### config.mk
export PLATFORM = sky130hd
export DESIGN_NAME = q14alu_prep
export DESIGN_NICKNAME = d
export VERILOG_FILES = /design/src/rtl/q14_fixed_point_alu_assert.svh /design/src/rtl/q14alu_pkg.sv /design/src/rtl/q14alu_prep.sv
export SDC_FILE = /design/constraint.sdc
export NUM_CORES = 2
export LEC_CHECK = 0
export ABC_AREA = 0
export BUFFER_PORTS_ARGS = -buffer_cell sky130_fd_sc_hd__buf_2
export CAP_MARGIN = 20
export CORE_MARGIN = 1
export CORE_UTILIZATION = 59
export DETAILED_ROUTE_END_ITERATION = 16
export HOLD_SLACK_MARGIN = 0.15
export PLACE_DENSITY = 0.79
export SLEW_MARGIN = 30
export SYNTH_ARGS = -nofsm -noshare
export SYNTH_HDL_FRONTEND = slang
export SYNTH_SLANG_ARGS = --single-unit
### constraint.sdc
create_clock -name clk -period 7.81 [get_ports clk]
set_input_delay 0.3905 -clock clk [delete_from_list [all_inputs] [get_ports clk]]
set_output_delay 0.3905 -clock clk [all_outputs]
set_load 0.05 [all_outputs]
### src/rtl/q14_fixed_point_alu_assert.svh
// Assertion macros used by the fixed-point ALU top level.
`ifndef Q14_FIXED_POINT_ALU_ASSERT_SVH
`define Q14_FIXED_POINT_ALU_ASSERT_SVH

// Whenever the condition holds, the consequence holds in the same cycle.
`define Q14_ASSERT_IMPL(label, cond, cons) \
  label: assert property (@(posedge clk) disable iff (rst) (cond) |-> (cons)) \
    else $error("q14 alu check failed");

// Whenever the condition holds, the consequence holds in the next cycle.
`define Q14_ASSERT_NEXT(label, cond, cons) \
  label: assert property (@(posedge clk) disable iff (rst) (cond) |=> (cons)) \
    else $error("q14 alu check failed");

`endif

### src/rtl/q14alu_pkg.sv
// Shared types and constants of the Q14 fixed-point ALU.
package q14alu_pkg;

  localparam int DEF_FRAC_BITS = 14;
  localparam int DEF_WORD_BITS = 32;
  localparam int SAT_LIMIT     = 32'h7FFF;

  typedef enum logic [1:0] {
    FN_ADD = 2'd0,
    FN_SUB = 2'd1,
    FN_MUL = 2'd2,
    FN_DIV = 2'd3
  } func_t;

  typedef struct packed {
    logic  valid;
    func_t func;
    logic  quo_neg;
    logic  div_zero;
  } ctl_t;

endpackage

### src/rtl/q14alu_prep.sv
// Front stages: operand decode, multiply, add/sub/round and divide setup.
module q14alu_prep #(
  parameter int FRAC_BITS = 14,
  parameter int WORD_BITS = 32
) (
  input  logic                            clk,
  input  logic                            rst,
  input  logic                            en,
  input  logic                            in_valid,
  input  q14alu_pkg::func_t               in_func,
  input  logic [31:0]                     in_a,
  input  logic [31:0]                     in_b,
  output q14alu_pkg::ctl_t                ctl,
  output logic [WORD_BITS-1:0]            side,
  output logic [WORD_BITS+FRAC_BITS-1:0]  dvd,
  output logic [WORD_BITS-1:0]            dvsr
);
  import q14alu_pkg::*;

  localparam int W  = WORD_BITS;
  localparam int DW = WORD_BITS + FRAC_BITS;
  localparam logic signed [W:0]     SAT_P = (W+1)'(SAT_LIMIT);
  localparam logic signed [W:0]     SAT_N = -SAT_P;
  localparam logic signed [2*W-1:0] RND   = (2*W)'(1) <<< (FRAC_BITS - 1);

  logic signed [W-1:0]   a_w, b_w;
  logic        [W-1:0]   a_mag_next, b_mag_next;

  ctl_t                  ctl_a;
  logic signed [W-1:0]   a_r, b_r;
  logic signed [2*W-1:0] prod;
  logic        [W-1:0]   a_mag, b_mag;

  logic signed [W:0]     sum;
  logic signed [2*W-1:0] prod_rnd;
  logic        [W-1:0]   side_next;

  assign a_w = signed'(in_a[W-1:0]);
  assign b_w = signed'(in_b[W-1:0]);
  assign a_mag_next = a_w[W-1] ? W'(-a_w) : W'(a_w);
  assign b_mag_next = b_w[W-1] ? W'(-b_w) : W'(b_w);

  always_ff @(posedge clk) begin
    if (rst) begin
      ctl_a.valid <= 1'b0;
    end else if (en) begin
      ctl_a.valid <= in_valid;
    end
    if (en) begin
      ctl_a.func     <= in_func;
      // The quotient is negative when exactly one operand is negative, zero counting as positive.
      ctl_a.quo_neg  <= a_w[W-1] ^ b_w[W-1];
      ctl_a.div_zero <= (in_func == FN_DIV) && (b_w == '0);
      a_r            <= a_w;
      b_r            <= b_w;
      prod           <= a_w * b_w;
      a_mag          <= a_mag_next;
      b_mag          <= b_mag_next;
    end
  end

  assign sum      = (W+1)'(a_r) + (W+1)'(b_r);
  assign prod_rnd = (prod + RND) >>> FRAC_BITS;

  always_comb begin
    case (ctl_a.func)
      FN_ADD: begin
        if (sum > SAT_P)      side_next = SAT_P[W-1:0];
        else if (sum < SAT_N) side_next = SAT_N[W-1:0];
        else                  side_next = sum[W-1:0];
      end
      FN_SUB:  side_next = W'(a_r - b_r);
      FN_MUL:  side_next = prod_rnd[W-1:0];
      default: side_next = '0;
    endcase
  end

  always_ff @(posedge clk) begin
    if (rst) begin
      ctl.valid <= 1'b0;
    end else if (en) begin
      ctl.valid <= ctl_a.valid;
    end
    if (en) begin
      ctl.func     <= ctl_a.func;
      ctl.quo_neg  <= ctl_a.quo_neg;
      ctl.div_zero <= ctl_a.div_zero;
      side         <= side_next;
      // Rounding adds half the divisor to the dividend's magnitude.
      dvd          <= {a_mag, FRAC_BITS'(0)} + DW'(b_mag >> 1);
      dvsr         <= b_mag;
    end
  end

endmodule

# Word level (Yosys, flattened, before mapping)
# Index checks and enable logic that the tools add are counted.
# classes
add_sub_neg	6
multipliers	1
magnitude_cmp	2
n_eq_ne	3
muxes	5
n_bitwise	1
reduce_logical	3
# op_table
op	n
32-bit one-hot mux with 3 select lines	1
32-bit 2-to-1 mux	2
32-bit negation	2
31-bit 2-to-1 mux	2
46-bit by 15-bit adder with 46-bit output (second input constant)	1
46-bit by 31-bit adder with 46-bit output	1
32-bit by 32-bit multiplier with 46-bit output	1
32-bit by 32-bit adder with 33-bit output	1
33-bit by 16-bit > comparator with 1-bit output (second input constant)	1
33-bit by 16-bit less-than comparator with 1-bit output (second input constant)	1
32-bit logical NOT	1
32-bit subtractor	1
2-bit == test (second input constant)	2
2-bit by 1-bit == test with 1-bit output (second input constant)	1
2-bit logical NOT	1
1-bit logical AND	1
1-bit bitwise XOR	1
# word_totals
reg_bits	294
input_bits	70

# Longest topological paths before layout
# depth
depth_word	5
ltp_mapped	31

# Worst setup path before layout
# Ideal clock, no wire load.
# synth_path
path_type	input to register
start	input port in_a[18]
end	register prod[33] (data pin)
setup_time_ns	0.162
arrival_time_ns	7.692
required_time_ns	7.648
slack_ns	-0.044
cell_stages	28
path_buffers	2
cell_sequence	clkbuf_1 -> clkbuf_1 -> nand2_1 -> fa_1 -> inv_1 -> fa_1 -> fa_1 -> inv_1 -> fa_1 -> inv_1 -> fa_1 -> inv_1 -> fa_1 -> fa_1 -> fa_1 -> inv_1 -> ha_1 -> and4_1 -> nor3b_1 -> o31a_1 -> o21bai_1 -> o2111a_1 -> a21oi_1 -> o21a_1 -> o21a_1 -> o21a_1 -> or4b_2 -> o2111ai_1
# synth_via
elab_chain_len	1
# synth_lines
element	line_no	source
start, declared	q14alu_prep.sv:11	input logic [31:0] in_a,
32-bit by 32-bit multiplier with 46-bit output	q14alu_prep.sv:56	prod <= a_w * b_w;
end signal, assigned	q14alu_prep.sv:56	
end, declared	q14alu_prep.sv:31	logic signed [2*W-1:0] prod;
# No other way between the ends.
# A chain may end at the register's enable or synchronous reset.

# Worst setup path after layout
# layout_path
start	input port in_b[2]
end	register prod[33] (data pin)
# layout_via
elab_chain_len	1
# layout_lines
element	line_no	source
start, declared	q14alu_prep.sv:12	input logic [31:0] in_b,
32-bit by 32-bit multiplier with 46-bit output	q14alu_prep.sv:56	
# No other way between the ends.

==> results by group <==
Clock network
  • Setup repair bufs after CTS: 0
  • H-Tree Depth: 1
  • Clock tree buffer depth: 3
  • Total CTS buffers: 25
  • Clock sinks: 265
  • CTS clock-pin slew for the worst setup and hold paths: 70 ps
  • CTS root buf: clkbuf_16
  • Worst-Skew Late Latency: 570 ps
  • CTS tree: yes

Finish
  • Share of layout cells above drive strength 1: 11.05%
  • Fill cells: 5456
  • Final Net Count: 5616
  • Fin area: 46320 sq um
  • Area Growth Syn to Fin: 9.441%

Setup path
  • Reg2reg start: a_r[0]
  • Crit path DAT: 7900 ps
  • R2R depth: 13
  • Max FO, Critical Path: 9
  • Reg2Reg Setup Slack: 2330 ps
  • CP Launch Type: input pin
  • RR Endpoint: side[1]
  • CP Capture Type: register
  • Crit path required time: 8210 ps
  • WS Path Type: input pin to register

Routing
  • Vias: 31730
  • Via/cell ratio: 5.799
  • # DRC: 0
  • Post-DRT Antenna Nets: 0
  • Wirelength per Cell: 21.81 microns
  • Routed wire length: 119.4 mm
  • Drt first pass iters: 6
  • Initial DRC count: 3094

Min path
  • Hold Crit Start: in_a[15]
  • Hold path endpoint: a_r[15]
  • HP Class: input pin to register
  • Hold path depth: 1

Global route
  • Met3 Use GR: 7.486%
  • GR Util met2: 54.65%
  • Largest net degree at the start of global routing: 158
  • Number of global-route vias before repair: 33400
  • Congestion Overflow GR: 0
  • Initial antenna violation count: 8
  • Global-route wire length before repair: 189.9 mm
  • GRT busiest layer: met2
  • Total track usage: 34.09%
  • GR Util met1: 46.39%

Timing
  • Setup ws final: 309.2 ps
  • Final Cycle Share: 96.04%
  • Max-slew violations: 0
  • Final min period: 7501 ps
  • Fmax: 0.1333 GHz
  • RSZ-0062 raised after global routing: false
  • Setup violators final: 0
  • Clock skew: 24.23 ps
  • Slew HR: 29.88%
  • Final hold vios: 0
  • Worst-Margin Slew: 1048 ps

Place
  • GPL Wtd Cong: 1.006
  • # port buffers: 184
  • Post-DP Area: 45430 sq um
  • HPWL after DPL: 98.59 mm
  • Dpl ws: -224.1 ps

Synthesis
  • Netlist cell types: 77
  • Synth warn: 0
  • Mapped Area: 42330 sq um
  • Post-Synthesis Cells: 4292
  • Number of flops mapped to enable cells by yosys: 263
  • Post-synth top flop: edfxtp_1
  • Number of synthesized register bits: 265
  • FFs w/ async S/R, synth: 0%
  • Syn avg cell area: 9.862 sq um
  • Syn_nets: 5402
  • Seq/Total Area, Yosys: 18.75%

Run status
  • Status: completed

Floorplan
  • Number of I/O pins: 185
  • Core Rows: 97
  • Starting density of the core: 60.03%
  • Core area: 70510 sq um
  • Total Die Area: 72820 sq um
  • Die X: 269.8 microns
  • Die Ht: 269.8 microns

Run
  • Max cap viols: 0
area by class of cell:
cell class	instances	area (sq um)	area share, %
Antenna cell	7	17.52	0.03781
Multi-Input combinational cell	2924	30210	65.21
Clock inverter	15	153.9	0.3322
Clock buffer	31	668.1	1.442
Inverter	855	3209	6.928
Sequential cell	265	7938	17.13
Tap cell	940	1176	2.539
Timing Repair Buffer	435	2953	6.374
state kept, by name, summed over array words and instances, names as in the netlist:
name	count
dvd	46
prod	33
a_r	32
b_r	32
side	32
a_mag	31
b_mag	31
dvsr	18
ctl	5
ctl_a	5
cells by family after synthesis:
| group | count (synthesis) | synth area share, % |
|---|---|---|
| xor+xnor | 237 | 4.904 |
| buf+inv | 1103 | 9.935 |
| simple gates | 1275 | 15.56 |
| mux | 8 | 0.1951 |
| fa+ha+maj | 1040 | 44.86 |
| compound gates | 364 | 5.794 |
| flops | 265 | 18.75 |
timing repair:
item	4_1_cts	5_1_grt
setup endpoints to repair	0	1
resized for setup	0	1
hold buffers	5	0
endpoints found under the hold margin	5	0
Yosys cell counts, types with 8 or more instances:
master	instances	area [sq um]
buf_4	15	112.6
a211o_1	16	140.1
nand2_1	448	1682
o21ai_0	65	325.3
o21a_1	11	82.58
nand4_1	15	93.84
nor4_1	13	81.33
nor3_1	33	165.2
inv_1	854	3206
and3_1	19	118.9
ha_1	244	3053
or3_1	15	93.84
or2_2	9	56.30
a21o_1	17	127.6
o31ai_1	34	255.2
edfxtp_1	263	7898
clkbuf_1	224	840.8
nand3_1	32	160.2
fa_1	796	15940
o21bai_1	14	105.1
nand2b_1	24	150.1
or4_1	16	120.1
nor2b_1	30	187.7
a211oi_1	10	75.07
xor2_1	53	464.2
o41ai_1	15	131.4
xnor2_1	184	1612
o22ai_1	21	131.4
a21oi_1	86	430.4
and4_1	8	70.07
and2_1	475	2972
nor2_1	116	435.4
a31oi_1	11	68.82
layer usage:
metal,wire length (microns),share of wire [%]
met1,45190,38
met2,55360,46
met3,14450,12
met4,4356,3.6
met5,8,0.0067
how the worst max path moves through the flow:
stage | startpoint | endpoint | depth (start not counted)
CTS | in_b[2] | prod[45] | 29
detailed placement | in_b[2] | prod[45] | 29
global route | in_b[2] | prod[39] | 29
finish | in_b[2] | prod[33] | 28
global placement | in_b[2] | prod[45] | 29
floorplan | in_b[2] | prod[33] | 28
per-stage QoR:
step | setup TNS, ps | hold slack (ps) | instances | utilization, %
floorplan | 0 | 400.3 | 4292 | -
global placement | -310.6 | 403.3 | 5414 | 64.41
detailed placement | -998.9 | 406.2 | 5414 | 64.42
CTS | 0 | 202.7 | 5465 | 65.66
global route | 0 | 220.4 | 5467 | 65.68
finish | 0 | 212.8 | 5472 | 65.70
critical path: stages:
cell,delay [ps]
buf_2,180
buf_4,160
and2_1,170
fa_1,500
fa_1,500
inv_1,50
fa_1,490
fa_1,560
inv_1,60
fa_1,490
fa_1,530
fa_1,520
inv_1,50
fa_1,500
inv_1,50
ha_1,280
and4_1,190
nor3b_1,150
o31a_1,130
o21bai_1,190
buf_4,140
o2111a_1,230
a21oi_1,110
o21a_1,200
o21a_1,180
o21a_1,170
or4b_2,600
o2111ai_1,130
cell usage in the layout (no fill, tap or decap), types with 12 or more instances in the layout:
cell / count
a211o_1: 16
a21o_1: 17
a21oi_1: 85
and2_1: 475
and3_1: 19
buf_2: 183
buf_4: 236
clkbuf_16: 25
edfxtp_1: 263
fa_1: 796
ha_1: 244
inv_1: 854
nand2_1: 448
nand2b_1: 24
nand3_1: 32
nand4_1: 15
nor2_1: 116
nor2b_1: 30
nor3_1: 32
nor4_1: 12
o21ai_0: 65
o21bai_1: 14
o22ai_1: 21
o31ai_1: 34
o41ai_1: 15
or3_1: 15
or4_1: 16
xnor2_1: 184
xor2_1: 53
Power is left out: the tool's default activity adds up to more than one toggle a clock period on the data nets, which glitch-free logic cannot reach.
