## src/rtl/q14_fixed_point_alu_assert.svh

```systemverilog
// Assertion macros used by the fixed-point ALU top level.
`ifndef Q14_FIXED_POINT_ALU_ASSERT_SVH
`define Q14_FIXED_POINT_ALU_ASSERT_SVH

// Whenever the condition holds, the consequence holds in the same cycle.
`define Q14_ASSERT_IMPL(label, cond, cons) \
  label: assert property (@(posedge clk) disable iff (rst) (cond) |-> (cons)) \
    else $error("q14 alu check failed");

// Whenever the condition holds, the consequence holds in the next cycle.
`define Q14_ASSERT_NEXT(label, cond, cons) \
  label: assert property (@(posedge clk) disable iff (rst) (cond) |=> (cons)) \
    else $error("q14 alu check failed");

`endif

```

## src/rtl/q14alu_pkg.sv

```systemverilog
// Shared types and constants of the Q14 fixed-point ALU.
package q14alu_pkg;

  localparam int DEF_FRAC_BITS = 14;
  localparam int DEF_WORD_BITS = 32;
  localparam int SAT_LIMIT     = 32'h7FFF;

  typedef enum logic [1:0] {
    FN_ADD = 2'd0,
    FN_SUB = 2'd1,
    FN_MUL = 2'd2,
    FN_DIV = 2'd3
  } func_t;

  typedef struct packed {
    logic  valid;
    func_t func;
    logic  quo_neg;
    logic  div_zero;
  } ctl_t;

endpackage

```

## src/rtl/q14alu_cell.sv

```systemverilog
// One restoring-division cell: produces one quotient bit per item.
module q14alu_cell #(
  parameter int FRAC_BITS = 14,
  parameter int WORD_BITS = 32
) (
  input  logic                            clk,
  input  logic                            rst,
  input  logic                            en,
  input  q14alu_pkg::ctl_t                ctl_in,
  input  logic [WORD_BITS-1:0]            side_in,
  input  logic [WORD_BITS+FRAC_BITS-1:0]  dvd_in,
  input  logic [WORD_BITS-1:0]            dvsr_in,
  input  logic [WORD_BITS-1:0]            rem_in,
  input  logic [WORD_BITS-1:0]            quo_in,
  output q14alu_pkg::ctl_t                ctl_out,
  output logic [WORD_BITS-1:0]            side_out,
  output logic [WORD_BITS+FRAC_BITS-1:0]  dvd_out,
  output logic [WORD_BITS-1:0]            dvsr_out,
  output logic [WORD_BITS-1:0]            rem_out,
  output logic [WORD_BITS-1:0]            quo_out
);
  import q14alu_pkg::*;

  localparam int W  = WORD_BITS;
  localparam int DW = WORD_BITS + FRAC_BITS;

  logic [W:0] rem_sh;
  logic [W:0] rem_sub;
  logic       qbit;

  assign rem_sh  = {rem_in, dvd_in[DW-1]};
  assign rem_sub = rem_sh - {1'b0, dvsr_in};
  assign qbit    = (rem_sh >= {1'b0, dvsr_in});

  always_ff @(posedge clk) begin
    if (rst) begin
      ctl_out.valid <= 1'b0;
    end else if (en) begin
      ctl_out.valid <= ctl_in.valid;
    end
    if (en) begin
      ctl_out.func     <= ctl_in.func;
      ctl_out.quo_neg  <= ctl_in.quo_neg;
      ctl_out.div_zero <= ctl_in.div_zero;
      side_out         <= side_in;
      dvd_out          <= {dvd_in[DW-2:0], 1'b0};
      dvsr_out         <= dvsr_in;
      rem_out          <= qbit ? rem_sub[W-1:0] : rem_sh[W-1:0];
      quo_out          <= {quo_in[W-2:0], qbit};
    end
  end

endmodule

```

## config.mk

```make
export PLATFORM = sky130hd
export DESIGN_NAME = q14alu_cell
export DESIGN_NICKNAME = d
export VERILOG_FILES = /design/src/rtl/q14_fixed_point_alu_assert.svh /design/src/rtl/q14alu_pkg.sv /design/src/rtl/q14alu_cell.sv
export SDC_FILE = /design/constraint.sdc
export NUM_CORES = 1
export LEC_CHECK = 0
export BUFFER_PORTS_ARGS = -buffer_cell sky130_fd_sc_hd__buf_2
export CAP_MARGIN = 10
export CORE_MARGIN = 1.5
export CORE_UTILIZATION = 40
export CTS_CLUSTER_SIZE = 8
export DETAILED_ROUTE_END_ITERATION = 10
export GPL_ROUTABILITY_DRIVEN = 0
export GPL_TIMING_DRIVEN = 0
export PLACE_DENSITY = 0.83
export SYNTH_ARGS = -nofsm -noshare
export SYNTH_HDL_FRONTEND = slang
export SYNTH_SLANG_ARGS = --single-unit
```

## constraint.sdc

```tcl
create_clock -name clk -period 8.2 [get_ports clk]
set_input_delay 0.82 -clock clk [delete_from_list [all_inputs] [get_ports clk]]
set_output_delay 0.82 -clock clk [all_outputs]
set_load 0.005 [all_outputs]
```

; ---- Yosys cells after proc, flatten, opt, wreduce, memory -nomap -nowiden
; Cells that the tools add are included.
[op_classes]
addsub = 1
mul = 0
div = 0
order_cmp = 1
n_eq_ne = 0
n_shift = 0
mux = 1
n_bitwise = 0
n_reduce_logical = 0
[op_table]
columns = operator, n
row1 = $ge A33 B32 Y1, 1
row2 = $mux W32, 1
row3 = $sub A32 B32 Y32, 1
[totals]
register_bits = 178
latch_bits = 0
ramBits = 0
mem_bits_ro = 0
in_bits = 182
output_inout_bits = 179
wordCells = 12
mem_count = 0

; ---- Logic depth before layout (Yosys ltp)
; Gate-level depths: netlist (run 1).
[logic_depth]
depth_word = 2
mapped_depth = 13
depth_no_buf = 12

; ---- Worst setup path before layout (run 1)
; No wires, ideal clock.
[synth_path]
path_type = input port to flip-flop
startpoint = input dvsr_in[7]
endpoint = register rem_out[13], data pin
setup_ns = 0.262
t_arrival_ns = 3.334
required_ns = 7.938
path_slack_ns = 4.604
stages = 12
n_path_buf = 2
path_cell_list = inv_1 ha_1 buf_2 nand4_1 or4_1 a21oi_1 nor3_1 a211oi_2 o21ai_2 o31ai_4 buf_4 mux2_1
[synth_via]
elab_chain_len = 2
word_cells_on_any_way = 3
classes_between = add/sub: 1 / order compare: 1 / mux: 1
[synth_lines]
columns = element, line_no
row1 = start: declaration, q14alu_cell.sv:12  ; input logic [WORD_BITS-1:0] dvsr_in,
row2 = $sub A32 B32 Y32 or $ge A33 B32 Y1 (tied branches), "q14alu_cell.sv:32, q14alu_cell.sv:33"
row3 = $mux W32 (*), q14alu_cell.sv:48  ; rem_out <= qbit ? rem_sub[W-1:0] : rem_sh[W-1:0];
row4 = end signal: assignment, q14alu_cell.sv:48
row5 = end: declaration, q14alu_cell.sv:19  ; output logic [WORD_BITS-1:0] rem_out,
; Mark *: on every way between the ends. The rest lies on a longest branch, timed or not.
; A chain may end at the register's enable or synchronous reset.

; ---- Worst setup path in the final report (run 1)
[layout_path]
startpoint = input dvsr_in[12]
endpoint = register rem_out[30], data pin
; The elaborated chain is that of the path after synthesis.

==> impl_metrics.env, run 1 <==
export IMPL_grt_overflow_total=0
export IMPL_htree_levels=4
export IMPL_fmax_mhz=258
export IMPL_via_per_inst=5.05
export IMPL_num_fill_cells=1566
export IMPL_yosys_warnings=0
export IMPL_synth_avg_cell_area_sq_um=14.4
export IMPL_dp_cells=1120
export IMPL_rows=50
export IMPL_place_ws_ns=3.89
export IMPL_rsz0062_at_grt="false"
export IMPL_fin_skew_ns=0
export IMPL_r2r_start="ctl_out[4]"
export IMPL_netlist_area_sq_um=7570
export IMPL_yosysUniqueCellTypes=50
export IMPL_synthArstFlopShare_pct=0
export IMPL_p_leak_uw=0.00455
export IMPL_clk_latency_ns=0.42
export IMPL_reg2reg_setup_slack_ns=7.62
export IMPL_numCtsBuffers=17
export IMPL_grt_use_total_pct=21.1
export IMPL_layout_drive_gt1_share_pct=45.0
export IMPL_nets=1120
export IMPL_cts_buffer_depth=2
export IMPL_worstPathRequired_ns=8.37
export IMPL_pin_count=361
export IMPL_syn_inst=527
export IMPL_path_class="primary input to flip-flop"
export IMPL_clk_pin_slew_worst_paths_ns=0.07
export IMPL_cellPowerDensity_nw_per_um2=221
export IMPL_post_route_cell_area_sq_um=10300
export IMPL_end_kind="flip-flop"
export IMPL_yosys_top_cells_area="edfxtp_1 70%, ha_1 5.3%, a21oi_1 3.7%, inv_1 1.9%, nor2_1 1.8%"
export IMPL_cts_sinks=178
export IMPL_cts_tree="done"
export IMPL_core_area_sq_um=18600
export IMPL_portBuffers=358
export IMPL_setup_slack_ns=4.32
export IMPL_fin_cells=1152
export IMPL_status="finished, final reports clean"
export IMPL_final_max_slew_viol_count=0
export IMPL_hp_start="ctl_out[4]"
export IMPL_die_w_um=141
export IMPL_period_share_pct=47.3
export IMPL_maxCapViolCount=0
export IMPL_wl_um=21400
export IMPL_wl_per_cell_um=18.5
export IMPL_tns_ns=0
export IMPL_timing_final_hold_violations=0
export IMPL_initial_core_util_pct=40.6
export IMPL_worst_pin_slew_ns=0.652
export IMPL_final_antenna_net_count=0
export IMPL_power_uw=2260
export IMPL_yosysSeqAreaShare_pct=70.5
export IMPL_post_cts_resized=0
export IMPL_postCtsSetupRepairBufs=0
export IMPL_drt_first_pass_iters=4
export IMPL_synthTopCellsByCount="177 x edfxtp_1, 56 x a21oi_1, 38 x inv_1, 36 x nor2_1, 32 x ha_1"
export IMPL_ys_flop_type="edfxtp_1"
export IMPL_hold_path_class="flip-flop to flip-flop"
export IMPL_grt_pass1_wl_um=31200
export IMPL_maxSlewHeadroom_pct=56.5
export IMPL_synth_area_leader_cell="edfxtp_1"
export IMPL_place_area_sq_um=9690
export IMPL_die_area_sq_um=19800
export IMPL_multi_input_area_sq_um=1990
export IMPL_cts_root_buffer="clkbuf_16"
export IMPL_drc=0
export IMPL_grt_pass1_vias=5675
export IMPL_setup_viol=0
export IMPL_critPathLaunchType="primary input"
export IMPL_vdd_drop_max_mv=0.135
export IMPL_grt_max_degree=97
export IMPL_min_period_ns=3.88
export IMPL_postCtsHoldBufs=0
export IMPL_arrival_ns=4.05
export IMPL_seq_area_sq_um=5340
export IMPL_area_growth_pct=35.6
export IMPL_synth_top_area_share_pct=70.2
export IMPL_min_to="ctl_out[4]"
export IMPL_drtIter0Drc=390
export IMPL_whs_path_depth=2
export IMPL_die_h_um=141
export IMPL_synth_fp_nets=742
export IMPL_path_max_fanout=10
export IMPL_r2r_cells=2
export IMPL_r2r_end="ctl_out[4]"
export IMPL_ys_seq_elements=178
export IMPL_route_vias_total=5822
export IMPL_antenna_found_initial=2
export IMPL_place_hpwl_um=16400
export IMPL_synth_edf_count=177
export IMPL_yosysMostFrequentCell="edfxtp_1"
export IMPL_cp_startpoint="dvsr_in[12]"
==> through the flow <==
stage	utilization (%)	hold WS (ns)
floorplan	-	0.485
global placement	51.8	0.483
detailed placement	52.0	0.503
CTS	55.1	0.519
global route	55.1	0.529
finish	55.1	0.506
==> where the power goes <==
part / switching [uW] / internal, uW / total [uW]
combinational: 201 / 165 / 366
clock: 373 / 403 / 776
sequential: 20.5 / 1100 / 1120
total: 595 / 1670 / 2260
==> cells in the final DEF, fill, tap and decap left out, types with 2 or more instances in the layout <==
cell type and count:
inv_6 2, or4_1 2, buf_2 365, and2_1 2, nand2_1 26, a31oi_1 5
clkinv_4 5, mux2i_1 2, o21ai_0 16, nor2_1 36, nor4_1 4, clkbuf_16 17
nand3_1 8, mux2_2 6, clkbuf_1 6, inv_8 4, nand2b_1 3, a2bb2oi_1 2
o21bai_1 3, mux2_1 4, nor3_1 2, ha_1 32, inv_1 38, edfxtp_1 177
o21a_1 6, xnor2_1 15, buf_4 4, nand4_1 8, o211ai_1 4, xor2_1 12
nor2b_1 3, a21oi_1 56, a211oi_1 3, o22ai_1 2, a21o_1 12, and4_1 2
clkinv_8 2
==> layer usage <==
layer,GRT usage (%),vias up,part of all wire [%]
met5,0,-,0
met4,8.06,0,2.6
met3,6.97,38,7.6
met2,37.9,264,52
met1,23.2,2793,38
li1,-,2727,-
==> kinds of logic (layout without fill, tap and decap cells) <==
group / Yosys count / count (layout) / share of synthesized area (%)
AOI/OAI and AO/OA: 119 / 119 / 9.67
xor gates and xnor gates: 27 / 27 / 3.12
adders and majority gates: 33 / 33 / 5.55
buffers and inverters: 57 / 447 / 3.17
DFF: 178 / 178 / 70.5
muxes: 12 / 12 / 1.75
other: 1 / 2 / 0.0495
and+or+nand+nor: 100 / 100 / 6.20
==> sequential cells by signal (all words and copies together), names as in the netlist <==
signal / count
side_out: 32
dvsr_out: 32
ctl_out: 5
quo_out: 32
dvd_out: 45
rem_out: 32
==> layout make-up <==
| cell class | count | area share [%] |
|---|---|---|
| Antenna cell | 1 | 0.0244 |
| Inverter | 38 | 1.39 |
| Tap cell | 234 | 2.85 |
| Multi-Input combinational cell | 292 | 19.4 |
| Buffer | 19 | 0.951 |
| Clock inverter | 14 | 1.43 |
| Sequential cell | 178 | 52.0 |
| Timing Repair Buffer | 359 | 17.8 |
| Clock buffer | 17 | 4.14 |
==> worst max path at each step <==
stage,to,depth (start not counted)
after floorplan,rem_out[13],12
after CTS,rem_out[30],13
after global routing,rem_out[23],13
after detailed placement,rem_out[26],13
final,rem_out[30],13
after global placement,rem_out[26],13
==> worst max-delay path, cell delays in order <==
cell,delay (ns)
buf_2,0.12
inv_1,0.05
ha_1,0.26
clkbuf_1,0.29
nand4_1,0.20
or4_1,0.44
a21oi_1,0.14
nor3_1,0.11
a211oi_2,0.27
o21ai_2,0.18
o31ai_4,0.52
buf_4,0.30
mux2_1,0.34
(Power assumes the default switching activity.)
==> inputs of run 2 (changes only) <==
ABC_AREA = 1   (was not set)
clock period = 3.1 ns   (was 8.2 ns; I/O delays follow)
==> impl_metrics.env, run 2 <==
export IMPL_cts_buffer_depth=2
export IMPL_rsz0062_at_grt="false"
export IMPL_clk_pin_slew_worst_paths_ns=0.07
export IMPL_nets=1422
export IMPL_path_cells="buf_2 > inv_1 > ha_1 > fa_1 > inv_1 > nand3_1 > nand3_1 > nand3_1 > nand2_1 > nand2_1 > nand2_1 > nand2_1 > nand3_1 > nand2_1"
export IMPL_pin_count=361
export IMPL_path_max_fanout=3
export IMPL_via_per_inst=4.62
export IMPL_use_met2_pct=37.7
export IMPL_status="finished, final reports clean"
export IMPL_drc=0
export IMPL_synth_avg_cell_area_sq_um=10.3
export IMPL_place_hpwl_um=18500
export IMPL_wl_per_cell_um=15.8
export IMPL_route_vias_total=6910
export IMPL_grt_busiest_layer="met2"
export IMPL_yosys_top_cells_area="edfxtp_1 62%, nand2_1 12%, inv_1 6.6%, ha_1 4.7%, nand3_1 3.3%"
export IMPL_worstPathRequired_ns=3.29
export IMPL_drtIter0Drc=388
export IMPL_synth_area_leader_cell="edfxtp_1"
export IMPL_place_ws_ns=0.724
export IMPL_cellPowerDensity_nw_per_um2=545
export IMPL_swShare_pct=28.0
export IMPL_htree_levels=4
export IMPL_portBuffers=358
export IMPL_clock_power_share_pct=34.7
export IMPL_synth_edf_count=177
export IMPL_wl_um=23600
export IMPL_grt_max_degree=102
export IMPL_synthArstFlopShare_pct=0
export IMPL_final_max_slew_viol_count=0
export IMPL_path_class="primary input to flip-flop"
export IMPL_cpLargestDelayFamily="simple AND/OR/NAND/NOR gates"
export IMPL_antenna_found_initial=0
export IMPL_postCtsSetupRepairBufs=0
export IMPL_core_area_sq_um=21000
export IMPL_final_common_cell="buf_2"
export IMPL_place_area_sq_um=10700
export IMPL_yosys_warnings=0
export IMPL_combinationalPowerShare_pct=17.2
export IMPL_synth_top_area_share_pct=62.4
export IMPL_initial_core_util_pct=40.7
export IMPL_largest_reg_flops=45
export IMPL_postCtsHoldBufs=0
export IMPL_grt_use_total_pct=20.7
export IMPL_grt_pass1_vias=6612
export IMPL_grt_pass1_wl_um=34600
export IMPL_yosysSeqAreaShare_pct=62.6
export IMPL_die_w_um=149
export IMPL_drt_first_pass_iters=6
export IMPL_end_kind="flip-flop"
export IMPL_layout_drive_gt1_share_pct=34.8
export IMPL_critPathLaunchType="primary input"
export IMPL_synth_fp_nets=1044
export IMPL_cts_sinks=178
export IMPL_numCtsBuffers=17
export IMPL_arrival_ns=2.15
export IMPL_yosysMostFrequentCell="nand2_1"
export IMPL_p_sw_uw=1720
export IMPL_hold_path_class="primary input to flip-flop"
export IMPL_period_share_pct=63.2
export IMPL_syn_inst=829
export IMPL_worst_pin_slew_ns=0.613
export IMPL_timing_final_hold_violations=0
export IMPL_area_growth_pct=32.3
export IMPL_vdd_drop_max_mv=0.359
export IMPL_fmax_mhz=510
export IMPL_die_h_um=149
export IMPL_use_met3_pct=5.44
export IMPL_min_period_ns=1.96
export IMPL_die_area_sq_um=22200
export IMPL_diodes=0
export IMPL_grt_overflow_total=0
export IMPL_maxSlewHeadroom_pct=59.1
export IMPL_maxCapViolCount=0
export IMPL_ys_flop_type="edfxtp_1"
export IMPL_yosysUniqueCellTypes=30
export IMPL_final_cell_mix="364 x buf_2, 274 x nand2_1, 177 x edfxtp_1"
export IMPL_cts_root_buffer="clkbuf_16"
export IMPL_cpMaxStageDelayCell="fa_1"
export IMPL_fin_skew_ns=0
export IMPL_ys_seq_elements=178
export IMPL_netlist_area_sq_um=8520
export IMPL_p_leak_uw=0.00566
export IMPL_grtUsageMet1_pct=23.1
export IMPL_clk_latency_ns=0.43
export IMPL_p_seq_share_pct=48.1
export IMPL_max_stage_delay_ns=0.42
export IMPL_post_route_cell_area_sq_um=11300
export IMPL_power_internal_uw=4430
export IMPL_setup_slack_ns=1.14
export IMPL_synthTopCellsByCount="274 x nand2_1, 177 x edfxtp_1, 150 x inv_1, 56 x nand3_1, 35 x nor2_1"
export IMPL_final_antenna_net_count=0
export IMPL_regMostFlops="dvd_out"
export IMPL_cts_tree="done"
export IMPL_final_util_pct=53.8
export IMPL_rows=53
export IMPL_crit_path_frequent_cell="nand2_1"
export IMPL_crit_buf_inv=3
export IMPL_post_cts_resized=0
export IMPL_setup_viol=0
==> run 2: changes by cell type after synthesis, sizes merged, moves of 10 or more <==
cell and delta:
nand2 +253, inv +112, o21ai -16, a21oi -35, mux2 -10, nand3b +10, xnor2 -14, a21o -10
nand3 +59
==> run 2: per-stage QoR <==
stage	cells	setup TNS, ns	power [uW]	hold slack (ns)
floorplan	829	0	3530	0.382
global placement	1462	-70.62	4040	0.470
detailed placement	1463	0	4070	0.475
CTS	1495	0	6180	0.0192
global route	1495	0	6400	0.0202
finish	1495	0	6150	0.0276
==> run 2: final cells by class <==
type | instances | area [sq um]
plain buffers | 11 | 93.8
clock buffers | 18 | 429
clock inverters | 14 | 153
fillers | 1876 | 9680
inverters | 150 | 563
multi-input cells | 490 | 2530
flip-flops and latches | 178 | 5340
well taps | 275 | 344
repair buffers | 359 | 1830
==> run 2: worst paths after layout <==
check | startpoint | cells past startpoint | to | slack, ns
max reg2reg | ctl_out[4] | 2 | ctl_out[4] | 2.51
max | dvd_in[45] | 14 | rem_out[28] | 1.14
min reg2reg | ctl_out[4] | 2 | ctl_out[4] | 0.51
min | rst | 2 | ctl_out[4] | 0.03
==> run 2: power by group through the flow <==
| stage | Sequential (uW) | Clock (uW) | Combinational (uW) |
|---|---|---|---|
| 2_1_floorplan | 3050 | 0 | 479 |
| 3_5_place_dp | 3010 | 0 | 1060 |
| 5_1_grt | 2980 | 2250 | 1180 |
| 6_report | 2960 | 2130 | 1060 |
| 4_1_cts | 2960 | 2160 | 1060 |
| 3_3_place_gp | 3010 | 0 | 1030 |
==> run 2: worst reg2reg max path, stage by stage, from the launching register on <==
cell and delay (ns):
dfxtp_1 0.31, mux2i_1 0.12, nor2_1 0.05
==> run 2: cells by family (layout without fill, tap and decap cells) <==
logic type      after synthesis  after routing  share of synthesized area, %
mux                           1              1                         0.117
compound gates               25             25                          1.53
buf+inv                     161            552                          7.71
simple gates                416            416                          21.6
other cells                   1              1                        0.0440
fa+ha+maj                    33             33                          4.93
xor+xnor                     14             14                          1.44
flops                       178            178                          62.6
==> run 2: layer usage <==
| layer | up-vias | wire, um |
|---|---|---|
| met3 | 40 | 1630 |
| met2 | 265 | 12300 |
| met4 | 0 | 595 |
| li1 | 3441 | - |
| met1 | 3164 | 9140 |
| met5 | - | 0 |
==> inputs of run 3 (changes only) <==
clock period = 1.8 ns   (was 3.1 ns; I/O delays follow)
==> impl_metrics.env, run 3 (synthesized netlist as in run 2, its figures left out) <==
export IMPL_status="finished, final reports clean"
export IMPL_regMostFlops="dvd_out"
export IMPL_r2r_cells=3
export IMPL_min_to="rem_out[26]"
export IMPL_cts_tree="done"
export IMPL_antenna_found_initial=2
export IMPL_wl_per_cell_um=16.9
export IMPL_hp_start="rem_in[25]"
export IMPL_worstPathRequired_ns=1.99
export IMPL_grt_pass1_vias=7675
export IMPL_path_max_fanout=10
export IMPL_p_leak_uw=0.00627
export IMPL_tns_ns=0
export IMPL_crit_path_frequent_cell="nand2_1"
export IMPL_cpMaxStageDelayCell="ha_1"
export IMPL_cts_root_buffer="clkbuf_16"
export IMPL_max_stage_delay_ns=0.38
export IMPL_maxCapViolCount=0
export IMPL_final_antenna_net_count=0
export IMPL_grt_overflow_total=0
export IMPL_fin_skew_ns=0
export IMPL_via_per_inst=4.78
export IMPL_final_max_slew_viol_count=0
export IMPL_power_internal_uw=7860
export IMPL_grt_use_total_pct=24.3
export IMPL_final_common_cell="buf_2"
export IMPL_drt_first_pass_iters=6
export IMPL_power_uw=11000
export IMPL_fmax_mhz=563
export IMPL_nets=1567
export IMPL_arrival_ns=1.97
export IMPL_maxSlewHeadroom_pct=58.4
export IMPL_combinationalPowerShare_pct=19.8
export IMPL_path_class="primary input to flip-flop"
export IMPL_grt_max_degree=102
export IMPL_rows=53
export IMPL_drtIter0Drc=545
export IMPL_place_hpwl_um=18500
export IMPL_whs_path_depth=3
export IMPL_postCtsSetupRepairBufs=0
export IMPL_portBuffers=358
export IMPL_path_cells="buf_2 > inv_1 > ha_1 > nand2_1 > nor2_2 > nand2_1 > nor2_2 > nand2_1 > nand2_1 > nor2_4 > buf_2 > nand3_1 > nand2_1"
export IMPL_clock_power_share_pct=33.6
export IMPL_die_w_um=149
export IMPL_setup_viol=0
export IMPL_area_growth_pct=50.7
export IMPL_initial_core_util_pct=40.7
export IMPL_fin_cells=1643
export IMPL_largest_reg_flops=45
export IMPL_rsz0062_at_grt="false"
export IMPL_r2r_end="ctl_out[4]"
export IMPL_min_period_ns=1.78
export IMPL_p_sw_uw=3120
export IMPL_clk_pin_slew_worst_paths_ns=0.08
export IMPL_die_area_sq_um=22200
export IMPL_vdd_drop_max_mv=0.598
export IMPL_htree_levels=4
export IMPL_final_util_pct=61.3
export IMPL_p_seq_share_pct=46.6
export IMPL_clk_latency_ns=0.44
export IMPL_worst_pin_slew_ns=0.625
export IMPL_dp_cells=1463
export IMPL_numCtsBuffers=17
export IMPL_hold_path_class="primary input to flip-flop"
export IMPL_swShare_pct=28.4
export IMPL_final_cell_mix="363 x buf_2, 270 x nand2_1, 177 x edfxtp_1"
export IMPL_end_kind="flip-flop"
export IMPL_period_share_pct=98.8
export IMPL_critPathLaunchType="primary input"
export IMPL_grt_pass1_wl_um=40500
export IMPL_crit_buf_inv=3
export IMPL_pin_count=361
export IMPL_cts_buffer_depth=2
export IMPL_cellPowerDensity_nw_per_um2=855
export IMPL_cpLargestDelayFamily="simple AND/OR/NAND/NOR gates"
export IMPL_wl_um=27800
export IMPL_drc=0
export IMPL_timing_final_hold_violations=0
export IMPL_route_vias_total=7855
export IMPL_r2r_start="ctl_out[4]"
export IMPL_reg2reg_setup_slack_ns=0.64
export IMPL_cts_sinks=178
export IMPL_core_area_sq_um=21000
export IMPL_layout_drive_gt1_share_pct=32.5
export IMPL_die_h_um=149
run 3: worst max path at each step:
| stage | startpoint | endpoint | slack, ns | cells past startpoint |
|---|---|---|---|---|
| 4_1_cts | dvd_in[45] | rem_out[28] | 0.02 | 14 |
| 5_1_grt | dvsr_in[4] | rem_out[23] | 0.0009 | 16 |
| 3_5_place_dp | dvsr_in[14] | rem_out[4] | -0.45 | 13 |
| 3_3_place_gp | en | ctl_out[4] | -1.62 | 3 |
| 2_1_floorplan | dvd_in[45] | rem_out[16] | 0.005 | 13 |
| 6_report | dvsr_in[21] | rem_out[19] | 0.02 | 13 |
run 3: metal layers:
layer | share of wire, % | global-route usage [%] | routed length [um] | vias to the layer above
met5 | 0 | 0 | 0 | -
met4 | 4.1 | 11.7 | 1130 | 0
met3 | 6.9 | 5.75 | 1920 | 83
met2 | 52 | 44.4 | 14600 | 380
met1 | 37 | 26.2 | 10200 | 3655
li1 | - | - | - | 3737
run 3: metrics by stage:
stage               cell area (sq um)  hold WS [ns]  worst slack, ns
floorplan                        8520         0.252          0.00522
global placement                10700         0.341            -1.62
detailed placement              10700         0.345           -0.446
CTS                             12700        0.0564           0.0225
global route                    12800        0.0568         0.000880
finish                          12800        0.0588           0.0224
run 3: timing repair:
action,in CTS,in global routing
hold endpoints to repair,145,0
resized for setup,1,22
hold buffers,146,0
endpoints found under the setup margin,1,30
run 3: final cells by class:
cell class                      instances  area, sq um
Clock buffer                           18          429
Sequential cell                       178         5340
Multi-Input combinational cell        490         2630
Fill cell                            1683         8110
Buffer                                 10         88.8
Antenna cell                            3         7.51
Inverter                              150          563
Timing Repair Buffer                  505         3290
Clock inverter                         14          153
Tap cell                              275          344
run 3: power groups by stage:
stage               clock network [uW]  registers, uW  logic, uW
finish                            3690           5110       2170
global route                      3890           5140       2370
CTS                               3720           5100       2090
detailed placement                   0           5190       1820
global placement                     0           5180       1770
floorplan                            0           5250        825
run 3: worst reg2reg max path, cell delays in order, from the launching register on:
cell and delay [ns]:
dfxtp_1 0.32, mux2i_1 0.13, nor2_1 0.05, dlygate4sd3_1 0.54
